`config.mk`:
```
export PLATFORM = sky130hd
export DESIGN_NAME = rgb565_gray_rle_encoder_flat
export DESIGN_NICKNAME = d
export VERILOG_FILES = /design/src/hdl/rgre_pkg.sv /design/src/hdl/rgre_pix_if.sv /design/src/hdl/rgre_pair_if.sv /design/src/hdl/rgre_luma.sv /design/src/hdl/rgre_rle.sv /design/src/hdl/rgb565_gray_rle_encoder.sv /design/src/flat_wrapper.sv
export SDC_FILE = /design/constraint.sdc
export NUM_CORES = 1
export LEC_CHECK = 0
export BUFFER_PORTS_ARGS = -buffer_cell sky130_fd_sc_hd__clkbuf_2
export CAP_MARGIN = 20
export CORE_ASPECT_RATIO = 1.25
export CORE_MARGIN = 4
export CORE_UTILIZATION = 50
export CTS_CLUSTER_DIAMETER = 120
export DETAILED_ROUTE_END_ITERATION = 6
export PLACE_DENSITY = 0.68
export SETUP_SLACK_MARGIN = 0.2
export SLEW_MARGIN = 30
export SYNTH_ARGS = -nofsm -noshare
export SYNTH_HDL_FRONTEND = slang
export SYNTH_SLANG_ARGS = --single-unit
```
`constraint.sdc`:
```
create_clock -name clk -period 6.5 [get_ports clk]
set_input_delay 0.325 -clock clk [delete_from_list [all_inputs] [get_ports clk]]
set_output_delay 0.325 -clock clk [all_outputs]
set_load 0.03 [all_outputs]
```
`src/hdl/rgre_pkg.sv`:
```
// Shared types, constants and the luma function of the RGB565 gray
// run-length encoder. No dependencies.
`timescale 1ns / 1ps

package rgre_pkg;

  localparam int PIXEL_W = 16;
  localparam int GRAY_W  = 8;
  localparam int RUN_W   = 8;

  localparam logic [RUN_W-1:0] MAX_RUN = 8'd255;

  localparam logic [7:0] COEF_R = 8'd77;
  localparam logic [7:0] COEF_G = 8'd150;
  localparam logic [7:0] COEF_B = 8'd29;

  typedef logic [PIXEL_W-1:0] pixel_t;
  typedef logic [GRAY_W-1:0]  gray_t;
  typedef logic [RUN_W-1:0]   run_t;

  typedef struct packed {
    run_t  run_length;
    gray_t gray_value;
    logic  last_pair;
  } pair_t;

  // BT.601 luma, channels widened by zero fill; the sum stays below 2^16
  function automatic gray_t luma(input pixel_t px);
    logic [7:0]  r;
    logic [7:0]  g;
    logic [7:0]  b;
    logic [15:0] sum;
    r = {px[15:11], 3'b000};
    g = {px[10:5], 2'b00};
    b = {px[4:0], 3'b000};
    sum = 16'(r) * 16'(COEF_R) + 16'(g) * 16'(COEF_G) + 16'(b) * 16'(COEF_B);
    return sum[15:8];
  endfunction

endpackage

```
`src/hdl/rgre_pix_if.sv`:
```
// Pixel channel: valid/ready handshake with an RGB565 pixel and end-of-frame flag.
// Depends on rgre_pkg.
`timescale 1ns / 1ps

interface rgre_pix_if;
  import rgre_pkg::*;

  logic   valid;
  logic   ready;
  pixel_t pixel;
  logic   last_pixel;

  modport source (output valid, output pixel, output last_pixel, input ready);
  modport sink   (input valid, input pixel, input last_pixel, output ready);
endinterface

```
`src/hdl/rgre_pair_if.sv`:
```
// Pair channel: valid/ready handshake with one run-length pair.
// Depends on rgre_pkg.
`timescale 1ns / 1ps

interface rgre_pair_if;
  import rgre_pkg::*;

  logic  valid;
  logic  ready;
  run_t  run_length;
  gray_t gray_value;
  logic  last_pair;

  modport source (output valid, output run_length, output gray_value, output last_pair,
                  input ready);
  modport sink   (input valid, input run_length, input gray_value, input last_pair,
                  output ready);
endinterface

```
`src/hdl/rgre_luma.sv`:
```
// Two-stage pipeline: input pixel register, then registered luma byte.
// Depends on rgre_pkg and rgre_pix_if.
`timescale 1ns / 1ps

module rgre_luma (
  input  logic          clk,
  input  logic          rst,
  rgre_pix_if.sink      pixels,
  output logic          y_valid,
  input  logic          y_ready,
  output rgre_pkg::gray_t y,
  output logic          y_last
);
  import rgre_pkg::*;

  logic   px_valid;
  pixel_t px;
  logic   px_last;
  logic   px_ready;
  logic   out_ready;

  assign out_ready    = !y_valid || y_ready;
  assign px_ready     = !px_valid || out_ready;
  assign pixels.ready = px_ready;

  always_ff @(posedge clk) begin
    if (rst) begin
      px_valid <= 1'b0;
      y_valid  <= 1'b0;
    end else begin
      if (px_ready) begin
        px_valid <= pixels.valid;
      end
      if (out_ready) begin
        y_valid <= px_valid;
      end
    end
    if (px_ready && pixels.valid) begin
      px      <= pixels.pixel;
      px_last <= pixels.last_pixel;
    end
    if (out_ready && px_valid) begin
      y      <= luma(px);
      y_last <= px_last;
    end
  end

endmodule

```
`src/hdl/rgre_rle.sv`:
```
// Run tracker and two-entry pair buffer; one luma item may close a run and
// flush the final one in the same cycle. Depends on rgre_pkg, rgre_pair_if.
`timescale 1ns / 1ps

module rgre_rle (
  input  logic            clk,
  input  logic            rst,
  input  logic            y_valid,
  output logic            y_ready,
  input  rgre_pkg::gray_t y,
  input  logic            y_last,
  rgre_pair_if.source     pairs
);
  import rgre_pkg::*;

  gray_t open_value;
  run_t  open_count;
  pair_t q0;
  pair_t q1;
  logic [1:0] count;

  gray_t      open_value_next;
  run_t       open_count_next;
  pair_t      q0_next;
  pair_t      q1_next;
  logic [1:0] count_next;

  logic       close_run;
  logic       start_run;
  run_t       run_cnt;
  gray_t      run_val;
  pair_t      push_a;
  pair_t      push_b;
  logic [1:0] need;
  logic [1:0] free;
  logic       pop;
  logic       take;
  logic [1:0] kept;
  logic [1:0] n_push;
  pair_t      head;

  assign pop = pairs.valid && pairs.ready;

  always_comb begin
    close_run = (open_count != '0) && ((y != open_value) || (open_count >= MAX_RUN));
    start_run = close_run || (open_count == '0);
    run_cnt   = start_run ? run_t'(1) : run_t'(open_count + 1'b1);
    run_val   = start_run ? y : open_value;
    need      = {1'b0, close_run} + {1'b0, y_last};
    free      = 2'd2 - count + {1'b0, pop};
    y_ready   = need <= free;
    take      = y_valid && y_ready;

    if (close_run) begin
      push_a = '{run_length: open_count, gray_value: open_value, last_pair: 1'b0};
      push_b = '{run_length: run_cnt, gray_value: run_val, last_pair: 1'b1};
    end else begin
      push_a = '{run_length: run_cnt, gray_value: run_val, last_pair: 1'b1};
      push_b = push_a;
    end

    open_value_next = open_value;
    open_count_next = open_count;
    n_push          = '0;
    if (take) begin
      n_push = need;
      if (y_last) begin
        open_value_next = '0;
        open_count_next = '0;
      end else begin
        open_value_next = run_val;
        open_count_next = run_cnt;
      end
    end

    kept = count - {1'b0, pop};
    head = pop ? q1 : q0;
    q0_next = head;
    q1_next = q1;
    case (kept)
      2'd0: begin
        q0_next = push_a;
        q1_next = push_b;
      end
      2'd1: begin
        q0_next = head;
        q1_next = push_a;
      end
      default: begin
        q0_next = q0;
        q1_next = q1;
      end
    endcase
    count_next = kept + n_push;
  end

  always_ff @(posedge clk) begin
    if (rst) begin
      open_value <= '0;
      open_count <= '0;
      count      <= '0;
    end else begin
      open_value <= open_value_next;
      open_count <= open_count_next;
      count      <= count_next;
    end
    q0 <= q0_next;
    q1 <= q1_next;
  end

  assign pairs.valid      = count != '0;
  assign pairs.run_length = q0.run_length;
  assign pairs.gray_value = q0.gray_value;
  assign pairs.last_pair  = q0.last_pair;

endmodule

```
`src/hdl/rgb565_gray_rle_encoder.sv`:
```
// Top level of the RGB565 gray run-length encoder.
// Depends on rgre_pkg, rgre_pix_if, rgre_pair_if, rgre_luma, rgre_rle.
//
// Usage:
//   pixels: one RGB565 pixel per item with last_pixel marking the frame end.
//   pairs:  (run_length, gray_value, last_pair) items; last_pair marks the
//           final pair of a frame, after which no run is open.
// Path: pixel register, luma register, then the pair buffer that feeds pairs.
// Throughput: one pixel per cycle while the receiver keeps up. A pixel that
// both closes a run and ends the frame makes two pairs; the second one waits
// behind the first in the two-entry pair buffer. Another two-pair pixel waits
// until the buffer can take both, since pairs leave at most one per cycle.
// Reset (rst, synchronous): pipeline and pair buffer empty, no run open.
// Receiver stall: the pair buffer fills, then the luma stages fill and
// pixels.ready drops; nothing is lost. A pixel that fits the open run
// makes no pair and can still be taken while a pair waits.
`timescale 1ns / 1ps

module rgb565_gray_rle_encoder (
  input  logic        clk,
  input  logic        rst,
  rgre_pix_if.sink    pixels,
  rgre_pair_if.source pairs
);
  import rgre_pkg::*;

  logic  y_valid;
  logic  y_ready;
  gray_t y;
  logic  y_last;

  rgre_luma u_luma (
    .clk     (clk),
    .rst     (rst),
    .pixels  (pixels),
    .y_valid (y_valid),
    .y_ready (y_ready),
    .y       (y),
    .y_last  (y_last)
  );

  rgre_rle u_rle (
    .clk     (clk),
    .rst     (rst),
    .y_valid (y_valid),
    .y_ready (y_ready),
    .y       (y),
    .y_last  (y_last),
    .pairs   (pairs)
  );

endmodule

```
`src/flat_wrapper.sv`:
```
// flat-port wrapper written by rule: the top's interface ports become plain ports
module rgb565_gray_rle_encoder_flat import rgre_pkg::*;
  (clk, rst, pixels_valid, pixels_pixel, pixels_last_pixel, pixels_ready, pairs_valid, pairs_run_length, pairs_gray_value, pairs_last_pair, pairs_ready);
  rgre_pix_if pixels_i ();
  rgre_pair_if pairs_i ();
  input  logic clk;
  input  logic rst;
  input wire logic [$bits(pixels_i.valid)-1:0] pixels_valid;
  input wire logic [$bits(pixels_i.pixel)-1:0] pixels_pixel;
  input wire logic [$bits(pixels_i.last_pixel)-1:0] pixels_last_pixel;
  output wire logic [$bits(pixels_i.ready)-1:0] pixels_ready;
  output wire logic [$bits(pairs_i.valid)-1:0] pairs_valid;
  output wire logic [$bits(pairs_i.run_length)-1:0] pairs_run_length;
  output wire logic [$bits(pairs_i.gray_value)-1:0] pairs_gray_value;
  output wire logic [$bits(pairs_i.last_pair)-1:0] pairs_last_pair;
  input wire logic [$bits(pairs_i.ready)-1:0] pairs_ready;
  assign pixels_i.valid = pixels_valid;
  assign pixels_i.pixel = pixels_pixel;
  assign pixels_i.last_pixel = pixels_last_pixel;
  assign pixels_ready = pixels_i.ready;
  assign pairs_valid = pairs_i.valid;
  assign pairs_run_length = pairs_i.run_length;
  assign pairs_gray_value = pairs_i.gray_value;
  assign pairs_last_pair = pairs_i.last_pair;
  assign pairs_i.ready = pairs_ready;
  rgb565_gray_rle_encoder u_core (.clk(clk), .rst(rst), .pixels(pixels_i), .pairs(pairs_i));
endmodule
```
==> metrics.yaml, run 1 <==
cells_and_area:
  multi_input_area_um2: 3380
  diodes: 0
  seq_area_um2: 2200
  fillers: 1023
  finalNetCount: 730
  final_cell_mix: "ha_1 (87), edfxtp_1 (60), nor2_1 (50)"
  final_util_pct: 56.0
  drive_above_1_share_pct: 13.0
  final_common_cell: "ha_1"
  area_delta_synth_final_pct: 10.0
critical_path:
  cpPeakStageDelay_ns: 0.57
  cpMaxStageDelayCell: "fa_1"
  cp_max_fo: 4
  cp.required_ns: 6.59
  reg2reg_depth: 20
  r2r_end: "u_core.u_luma.y[6]"
  start_kind: "flop"
  crit_type: "reg -> reg"
  critical_path_buf_inv_count: 2
  cp_data_arrival_time_ns: 5.11
  critPathCaptureType: "flop"
  crit_end: "u_core.u_luma.y[6]"
  reg2reg_from: "u_core.u_luma.px[8]"
  cp_num_cells: 20
  setup.worst_path.start: "u_core.u_luma.px[8]"
  path_delay_family: "adder cells"
  r2r_slack_ns: 1.48
  crit_chain: "ha_1 > ha_1 > fa_1 > inv_1 > fa_1 > nor2b_1 > o21ai_0 > a21boi_0 > o21ai_0 > nor2b_1 > xor2_1 > fa_1 > inv_1 > ha_1 > nand2_1 > or3_1 > o22ai_1 > o21ai_0 > nand2b_1 > xor2_1"
timing:
  post-route-period-util_pct: 77.3
  fin_worst_skew_ns: 0.00752
  fmaxAchievable_ghz: 0.199
  min_period_ns: 5.02
  setup_ws_ns: 1.48
  worst_pin_slew_ns: 0.791
  tns_ns: 0
  drv_slew: 0
  hold_viol: 0
  relSlewSlack_pct: 47.3
  rsz0062_at_grt: "no"
  setup_violations: 0
power_and_ir_drop:
  power.leakage_nw: 2.80
  p_total_w: 0.00299
  powerDensity_nw_per_um2: 461
  ir_worst_vdd_v: 0.000271
clock_network:
  h-tree-depth: 3
  cts_made_buffers: 9
  clkTransAtPathRegs_ns: 0.06
  clock_latency_ns: 0.34
  hold_buffers: 0
  postCtsSetupBuffers: 0
  cts_root_buffer: "clkbuf_16"
  clock-sinks: 80
  cts_buffer_depth: 2
  cts_resized: 0
  cts_tree: "built"
synthesis:
  synth_edf_count: 60
  synth_flop_cell: "edfxtp_1"
  ys_seq_elements: 80
  yosysWarnings: 0
  synthCells: 566
  ys_async_sr_fraction_pct: 0
  synth_fp_nets: 695
  ys_types: 54
  yosysSeqAreaShare_pct: 37.4
  synth_area_um2: 5880
  syn_avg_cell_area_um2: 10.4
detailed_routing:
  vias_per_cell: 5.47
  drt_first_pass_iters: 5
  wl_per_cell_um: 14.5
  ant_nets: 0
  drt_iter0_markers: 187
  drc: 0
  num_vias: 4071
  wirelength_um: 10800
grt:
  grt_pass1_vias: 4010
  grt_use_total_pct: 17.0
  overflow: 0
  antenna_found_initial: 0
  grt_max_degree: 29
  grt_pass1_wl_um: 18600
floorplan:
  initial_core_util_pct: 50.9
  die_x_um: 105
  dieArea_um2: 13600
  core.rowCount: 44
  io_pins: 40
  core-area_um2: 11600
  die_y_um: 129
place:
  dp_slack_ns: 1.46
  dp_hpwl_um: 8530
  place.gp.congestion: 0.902
  io_buffers: 39
status:
  status: "complete, no violations"
hold_path:
  min-delay-start: "pixels_pixel[12]"
  holdCritPathClass: "in -> reg"
flow_run:
  max_cap_viol_count: 0
-- stage by stage --
step / cell area [um2] / hold WS (ns) / cells
finish: 6470 / 0.159 / 744
global route: 6470 / 0.146 / 744
CTS: 6470 / 0.148 / 744
detailed placement: 6170 / 0.465 / 728
global placement: 6170 / 0.468 / 728
floorplan: 5880 / 0.400 / 566
-- final cells by class --
cell class / count / area share, %
clock inverter: 7 / 1.22
clock buffer: 9 / 3.48
multi-input combinational: 418 / 52.3
timing repair buffer: 44 / 3.59
sequential: 80 / 34.0
tap: 138 / 2.67
inverter: 48 / 2.78
-- report_power, final --
group          switching (W)  internal, W  leakage, nW  total [W]
Clock               0.000212     0.000301        0.144   0.000514
Combinational       0.000934     0.000644         1.89    0.00158
Sequential         0.0000723     0.000822        0.766   0.000894
Total                0.00122      0.00177         2.80    0.00299
-- flip-flops by register name (all words and copies together), names as in the netlist, 2 cells and up --
| name | flops |
|---|---|
| u_core.u_luma.px | 16 |
| u_core.u_rle.count | 2 |
| u_core.u_rle.pairs.gray_value | 8 |
| u_core.u_rle.pairs.run_length | 8 |
| u_core.u_rle.q1 | 17 |
| u_core.u_rle.open_count | 8 |
| u_core.u_rle.open_value | 8 |
| u_core.u_luma.y | 8 |
-- synth_stat cells (3+ instances only) --
master	n	share of area (%)
ha_1	87	18
edfxtp_1	60	31
nor2_1	50	3.2
inv_1	48	3.1
nand2_1	42	2.7
a21oi_1	34	2.9
xnor2_1	32	4.8
o21ai_0	24	2.0
fa_1	21	7.1
dfxtp_1	20	6.8
a31oi_1	15	1.6
xor2_1	12	1.8
clkbuf_1	10	0.64
nand3_1	9	0.77
nor2b_1	9	0.96
mux2_2	8	1.5
nor3b_1	8	1.0
a21o_1	7	0.89
nor3_1	6	0.51
o31ai_1	6	0.77
buf_6	5	0.96
nand2b_1	4	0.43
or2_2	4	0.43
a21boi_0	3	0.38
and2_1	3	0.32
-- kinds of logic after synthesis --
group / share of synthesized area (%)
AOI/OAI and AO/OA: 10.7
DFF: 37.4
muxes: 1.53
buffers and inverters: 5.21
adders and majority gates: 25.6
xor gates and xnor gates: 6.55
and+or+nand+nor: 12.9
-- layer usage --
| metal | wire length [um] | track usage [%] | up-vias |
|---|---|---|---|
| met5 | 0 | 0 | - |
| met4 | 421 | 8.80 | 0 |
| met3 | 374 | 2.89 | 32 |
| met2 | 5640 | 31.5 | 88 |
| met1 | 4380 | 18.8 | 1890 |
| li1 | - | - | 2061 |
-- how the worst min path moves through the flow --
stage | endpoint | slack (ns) | cells after the start
6_report | u_core.u_luma.px[12] | 0.16 | 1
5_1_grt | u_core.u_luma.px[10] | 0.15 | 1
4_1_cts | u_core.u_luma.px[10] | 0.15 | 1
3_5_place_dp | u_core.u_luma.y_last | 0.46 | 0
3_3_place_gp | u_core.u_luma.y_last | 0.47 | 0
2_1_floorplan | u_core.u_luma.y_last | 0.40 | 0
(Power assumes the default switching activity.)
==> inputs of run 2 (changes only) <==
PLACE_DENSITY = 0.71   (was 0.68)
clock period = 4.2 ns   (was 6.5 ns; I/O delays follow)
==> run 2 against run 1 <==
  * The run now ends with setup timing left
  * Final cell count increased by 8.5%
  * Clock-buffer cell count rose by 1
  * Final area is 14% higher
  * Flip-flop and latch count did not move
  * Hold slack worse by 0.12 ns
==> metrics.yaml, run 2 (same netlist as run 1, synthesis figures left out) <==
floorplan:
  die_x_um: 105
  initial_core_util_pct: 50.9
  io_pins: 40
  core-area_um2: 11600
  core.rowCount: 44
  die_y_um: 129
  dieArea_um2: 13600
cells_and_area:
  largest-register: "u_core.u_rle.q1"
  seq_area_um2: 2200
  multi_input_area_um2: 3760
  area_delta_synth_final_pct: 25.1
  diodes: 0
  drive_above_1_share_pct: 28.3
  fin_cells: 807
  fillers: 881
  final_common_cell: "ha_1"
  final_cell_mix: "ha_1 (71), buf_4 (64), edfxtp_1 (60)"
  finalNetCount: 793
  largest_reg_flops: 17
  biggestRegsByFlops: "u_core.u_rle.q1 (17), u_core.u_luma.px (16)"
power_and_ir_drop:
  powerDensity_nw_per_um2: 811
  power.leakage_nw: 3.15
  p_total_w: 0.00597
  ir_worst_vdd_v: 0.000569
timing:
  drv_slew: 0
  setup_ws_ns: -0.341
  post-route-period-util_pct: 108
  rsz0062_at_grt: "yes"
  setup_violations: 6
  fmaxAchievable_ghz: 0.220
  relSlewSlack_pct: 51.4
  worst_pin_slew_ns: 0.727
  tns_ns: -1.22
  whs_ns: 0.0377
  min_period_ns: 4.54
  hold_viol: 0
  fin_worst_skew_ns: 0.00704
clock_network:
  cts_root_buffer: "clkbuf_16"
  clock-sinks: 80
  clkTransAtPathRegs_ns: 0.07
  h-tree-depth: 3
  clock_latency_ns: 0.34
  cts_made_buffers: 9
  cts_buffer_depth: 2
  cts_tree: "built"
  hold_buffers: 0
detailed_routing:
  num_vias: 4376
  drc: 0
  vias_per_cell: 5.42
  drt_first_pass_iters: 4
  ant_nets: 0
  wirelength_um: 12200
  drt_iter0_markers: 127
  wl_per_cell_um: 15.1
critical_path:
  crit_top_cell: "ha_4"
  crit_type: "reg -> reg"
  crit_chain: "ha_4 > ha_4 > fa_1 > inv_1 > fa_2 > nor2b_4 > o21ai_2 > a21boi_1 > o21ai_1 > nor2b_2 > xor2_1 > fa_1 > inv_2 > ha_4 > nand2_2 > or3_4 > o22ai_4 > o21ai_1 > nand2b_1 > xor2_1"
  cp.required_ns: 4.29
  reg2reg_depth: 20
  cp_max_fo: 3
  reg2reg_from: "u_core.u_luma.px[9]"
  cpPeakStageDelay_ns: 0.53
  critPathCaptureType: "flop"
  cp_data_arrival_time_ns: 4.63
  r2r_slack_ns: -0.34
  cpMaxStageDelayCell: "fa_1"
  r2r_end: "u_core.u_luma.y[6]"
  start_kind: "flop"
status:
  violations: "setup timing"
  status: "complete, but fails checks"
place:
  io_buffers: 39
  dp_slack_ns: -0.352
  dp_cells: 777
  place.gp.congestion: 0.840
  dp_hpwl_um: 8980
grt:
  grt_use_total_pct: 17.6
  overflow: 0
  antenna_found_initial: 0
  grt_pass1_wl_um: 19400
  grt_pass1_vias: 4359
  grt_max_degree: 29
hold_path:
  min-delay-start: "pixels_pixel[5]"
  worstHoldPathCells: 1
  holdCritPathClass: "in -> reg"
  min_to: "u_core.u_luma.px[5]"
flow_run:
  max_cap_viol_count: 0
run 2: cell types whose count changed in the layout (fill, tap and decap cells not counted), moves of 4 or more:
cell / change
inv_2: +4
o21ai_0: -7
buf_4: +59
a21oi_1: -4
ha_1: -16
ha_4: +16
nor2_1: -5
buf_6: +4
o21ai_1: +5
inv_1: -4
nor2_2: +4
run 2: critical path: cells and delay by family (launching register included):
family	cells	cell delay, ns
AOI/OAI and AO/OA	5	0.56
xor gates and xnor gates	2	0.21
adders and majority gates	6	2.18
buffers and inverters	2	0.11
DFF	1	0.48
and+or+nand+nor	5	0.77
run 2: what timing repair did:
item | in CTS | in global routing
setup endpoints to repair | 7 | 8
pin swaps | 10 | 32
gates resized for setup | 12 | 38
setup buffers | 4 | 10
run 2: area by class of cell:
type	count	share of cell area, %
Clock buffer	10	3.11
Clock inverter	6	1.26
Inverter	48	2.45
Multi-Input combinational cell	418	51.1
Sequential cell	80	29.9
Tap cell	138	2.35
Timing Repair Buffer	107	9.79
run 2: per-stage QoR:
stage	instance area, um2	utilization (%)
after floorplan	5970	-
after global placement	6620	57.3
after detailed placement	6620	57.3
after CTS	7030	60.8
after global routing	7360	63.7
final	7360	63.7
run 2: how the worst max path moves through the flow:
stage / end / cells past startpoint / startpoint / slack (ns)
2_1_floorplan: u_core.u_luma.y[7] / 20 / u_core.u_luma.px[7] / -0.17
3_5_place_dp: u_core.u_luma.y[7] / 19 / u_core.u_luma.px[9] / -0.35
5_1_grt: u_core.u_luma.y[6] / 20 / u_core.u_luma.px[9] / -0.47
6_report: u_core.u_luma.y[6] / 20 / u_core.u_luma.px[9] / -0.34
4_1_cts: u_core.u_luma.y[6] / 20 / u_core.u_luma.px[9] / -0.30
3_3_place_gp: u_core.u_luma.y[7] / 19 / u_core.u_luma.px[9] / -0.22
run 2: layer usage:
layer / share of wire [%] / up-vias / global-route usage [%] / wire length (um)
li1: - / 2186 / - / -
met4: 2.8 / 0 / 8.49 / 341
met1: 38 / 2079 / 18.5 / 4660
met5: 0 / - / 0 / 0
met3: 3.2 / 27 / 2.64 / 395
met2: 56 / 84 / 34.4 / 6820
run 2: power by group:
| part | internal (W) | switching [W] |
|---|---|---|
| combinational | 0.00181 | 0.00193 |
| sequential | 0.00127 | 0.000108 |
| clock | 0.000524 | 0.000330 |
==> inputs of run 3 (changes only) <==
SKIP_LAST_GASP = 1   (was default)
==> run 3 against run 2 <==
  * Non-clock buffer count unchanged
  * Sequential share of layout area about the same
  * Register-to-register slack about the same
  * Combinational power about the same
  * Clock-buffer cell count did not move
  * Utilization about the same
  * The run still ends with setup timing left
==> metrics.yaml, run 3 (same netlist as run 1, synthesis figures left out) <==
status:
  status: "complete, but fails checks"
  violations: "setup timing"
cells_and_area:
  final_cell_mix: "ha_1 (71), buf_4 (64), edfxtp_1 (60)"
  biggestRegsByFlops: "u_core.u_rle.q1 (17), u_core.u_luma.px (16)"
  final_common_cell: "ha_1"
  stdcell_area_um2: 7360
  largest-register: "u_core.u_rle.q1"
  finalNetCount: 793
  diodes: 0
  final_util_pct: 63.6
  drive_above_1_share_pct: 28.1
  largest_reg_flops: 17
  area_delta_synth_final_pct: 25.0
critical_path:
  cp_max_fo: 3
  reg2reg_depth: 20
  cp_data_arrival_time_ns: 4.63
  crit_type: "reg -> reg"
  crit_end: "u_core.u_luma.y[6]"
  r2r_end: "u_core.u_luma.y[6]"
  critPathCaptureType: "flop"
  start_kind: "flop"
  r2r_slack_ns: -0.34
  cp.required_ns: 4.29
  reg2reg_from: "u_core.u_luma.px[9]"
  setup.worst_path.start: "u_core.u_luma.px[9]"
timing:
  drv_slew: 0
  post-route-period-util_pct: 108
  fin_worst_skew_ns: 0.00717
  rsz0062_at_grt: "yes"
  whs_ns: 0.0356
  setup_violations: 6
  fmaxAchievable_ghz: 0.220
  worst_pin_slew_ns: 0.738
  min_period_ns: 4.54
  relSlewSlack_pct: 50.6
  hold_viol: 0
  setup_ws_ns: -0.340
clock_network:
  cts_buffer_depth: 2
  h-tree-depth: 3
  hold_buffers: 0
  cts_tree: "built"
  cts_made_buffers: 9
  clock-sinks: 80
  clock_latency_ns: 0.34
  clkTransAtPathRegs_ns: 0.07
  cts_root_buffer: "clkbuf_16"
floorplan:
  core-area_um2: 11600
  die_x_um: 105
  die_y_um: 129
  io_pins: 40
  initial_core_util_pct: 50.9
  dieArea_um2: 13600
  core.rowCount: 44
hold_path:
  holdCritPathClass: "in -> reg"
place:
  io_buffers: 39
  placed_cell_area_um2: 6620
  place.gp.congestion: 0.840
  dp_slack_ns: -0.352
  dp_hpwl_um: 8980
detailed_routing:
  ant_nets: 0
  num_vias: 4411
  drc: 0
  wl_per_cell_um: 15.2
  wirelength_um: 12200
  drt_iter0_markers: 132
  vias_per_cell: 5.47
  drt_first_pass_iters: 5
power_and_ir_drop:
  p_total_w: 0.00596
  ir_worst_vdd_v: 0.000572
  power.leakage_nw: 3.15
  powerDensity_nw_per_um2: 810
grt:
  grt_pass1_vias: 4359
  grt_use_total_pct: 17.6
  antenna_found_initial: 0
  grt_pass1_wl_um: 19400
  grt_max_degree: 29
  overflow: 0
flow_run:
  max_cap_viol_count: 0
-- run 3: cell counts in the layout (fill, tap and decap cells not counted) --
No cell type changed its count.
-- run 3: area by class of cell --
class / instances / area, um2
tap: 138 / 173
clock buffer: 10 / 229
sequential: 80 / 2200
multi-input combinational: 418 / 3760
timing repair buffer: 107 / 721
clock inverter: 6 / 92.6
fill: 883 / 4200
inverter: 48 / 180
-- run 3: through the flow --
step	TNS, ns	cells
after global routing	-1.97	807
after detailed placement	-1.52	777
after CTS	-1.18	797
after floorplan	-0.459	566
final	-1.24	807
after global placement	-0.887	777
-- run 3: how the worst min path moves through the flow --
stage               startpoint                   to  slack, ns  cells past startpoint
2_1_floorplan  pixels_pixel[0]  u_core.u_luma.px[0]       0.31                      0
3_3_place_gp   pixels_pixel[2]  u_core.u_luma.px[2]       0.39                      1
3_5_place_dp   pixels_pixel[4]  u_core.u_luma.px[4]       0.39                      1
4_1_cts        pixels_pixel[8]  u_core.u_luma.px[8]       0.03                      1
5_1_grt        pixels_pixel[5]  u_core.u_luma.px[5]       0.04                      1
6_report       pixels_pixel[5]  u_core.u_luma.px[5]       0.04                      1
-- run 3: power breakdown --
group | total, W | internal (W) | switching [W]
combinational | 0.00372 | 0.00180 | 0.00192
clock | 0.000857 | 0.000524 | 0.000332
sequential | 0.00138 | 0.00127 | 0.000108
-- run 3: what timing repair did --
action,4_1_cts,5_1_grt
endpoints found under the setup margin,7,8
buffers inserted,4,10
pin swaps,10,30
resized for setup,12,37
-- run 3: metal layers --
metal	wire [um]	GRT usage, %	vias to the layer above
li1	-	-	2185
met2	6850	34.4	91
met4	341	8.49	0
met1	4630	18.5	2111
met5	0	0	-
met3	409	2.64	24
-- run 3: worst max-delay path, stage by stage (launching register included) --
cell      delay, ns
edfxtp_1       0.48
ha_4           0.32
ha_4           0.19
fa_1           0.53
inv_1          0.06
fa_2           0.37
nor2b_4        0.13
o21ai_2        0.07
a21boi_1       0.12
o21ai_1        0.10
nor2b_2        0.17
xor2_1         0.15
fa_1           0.50
inv_2          0.05
ha_4           0.26
nand2_2        0.05
or3_4          0.34
o22ai_4        0.18
o21ai_1        0.09
nand2b_1       0.08
xor2_1         0.06
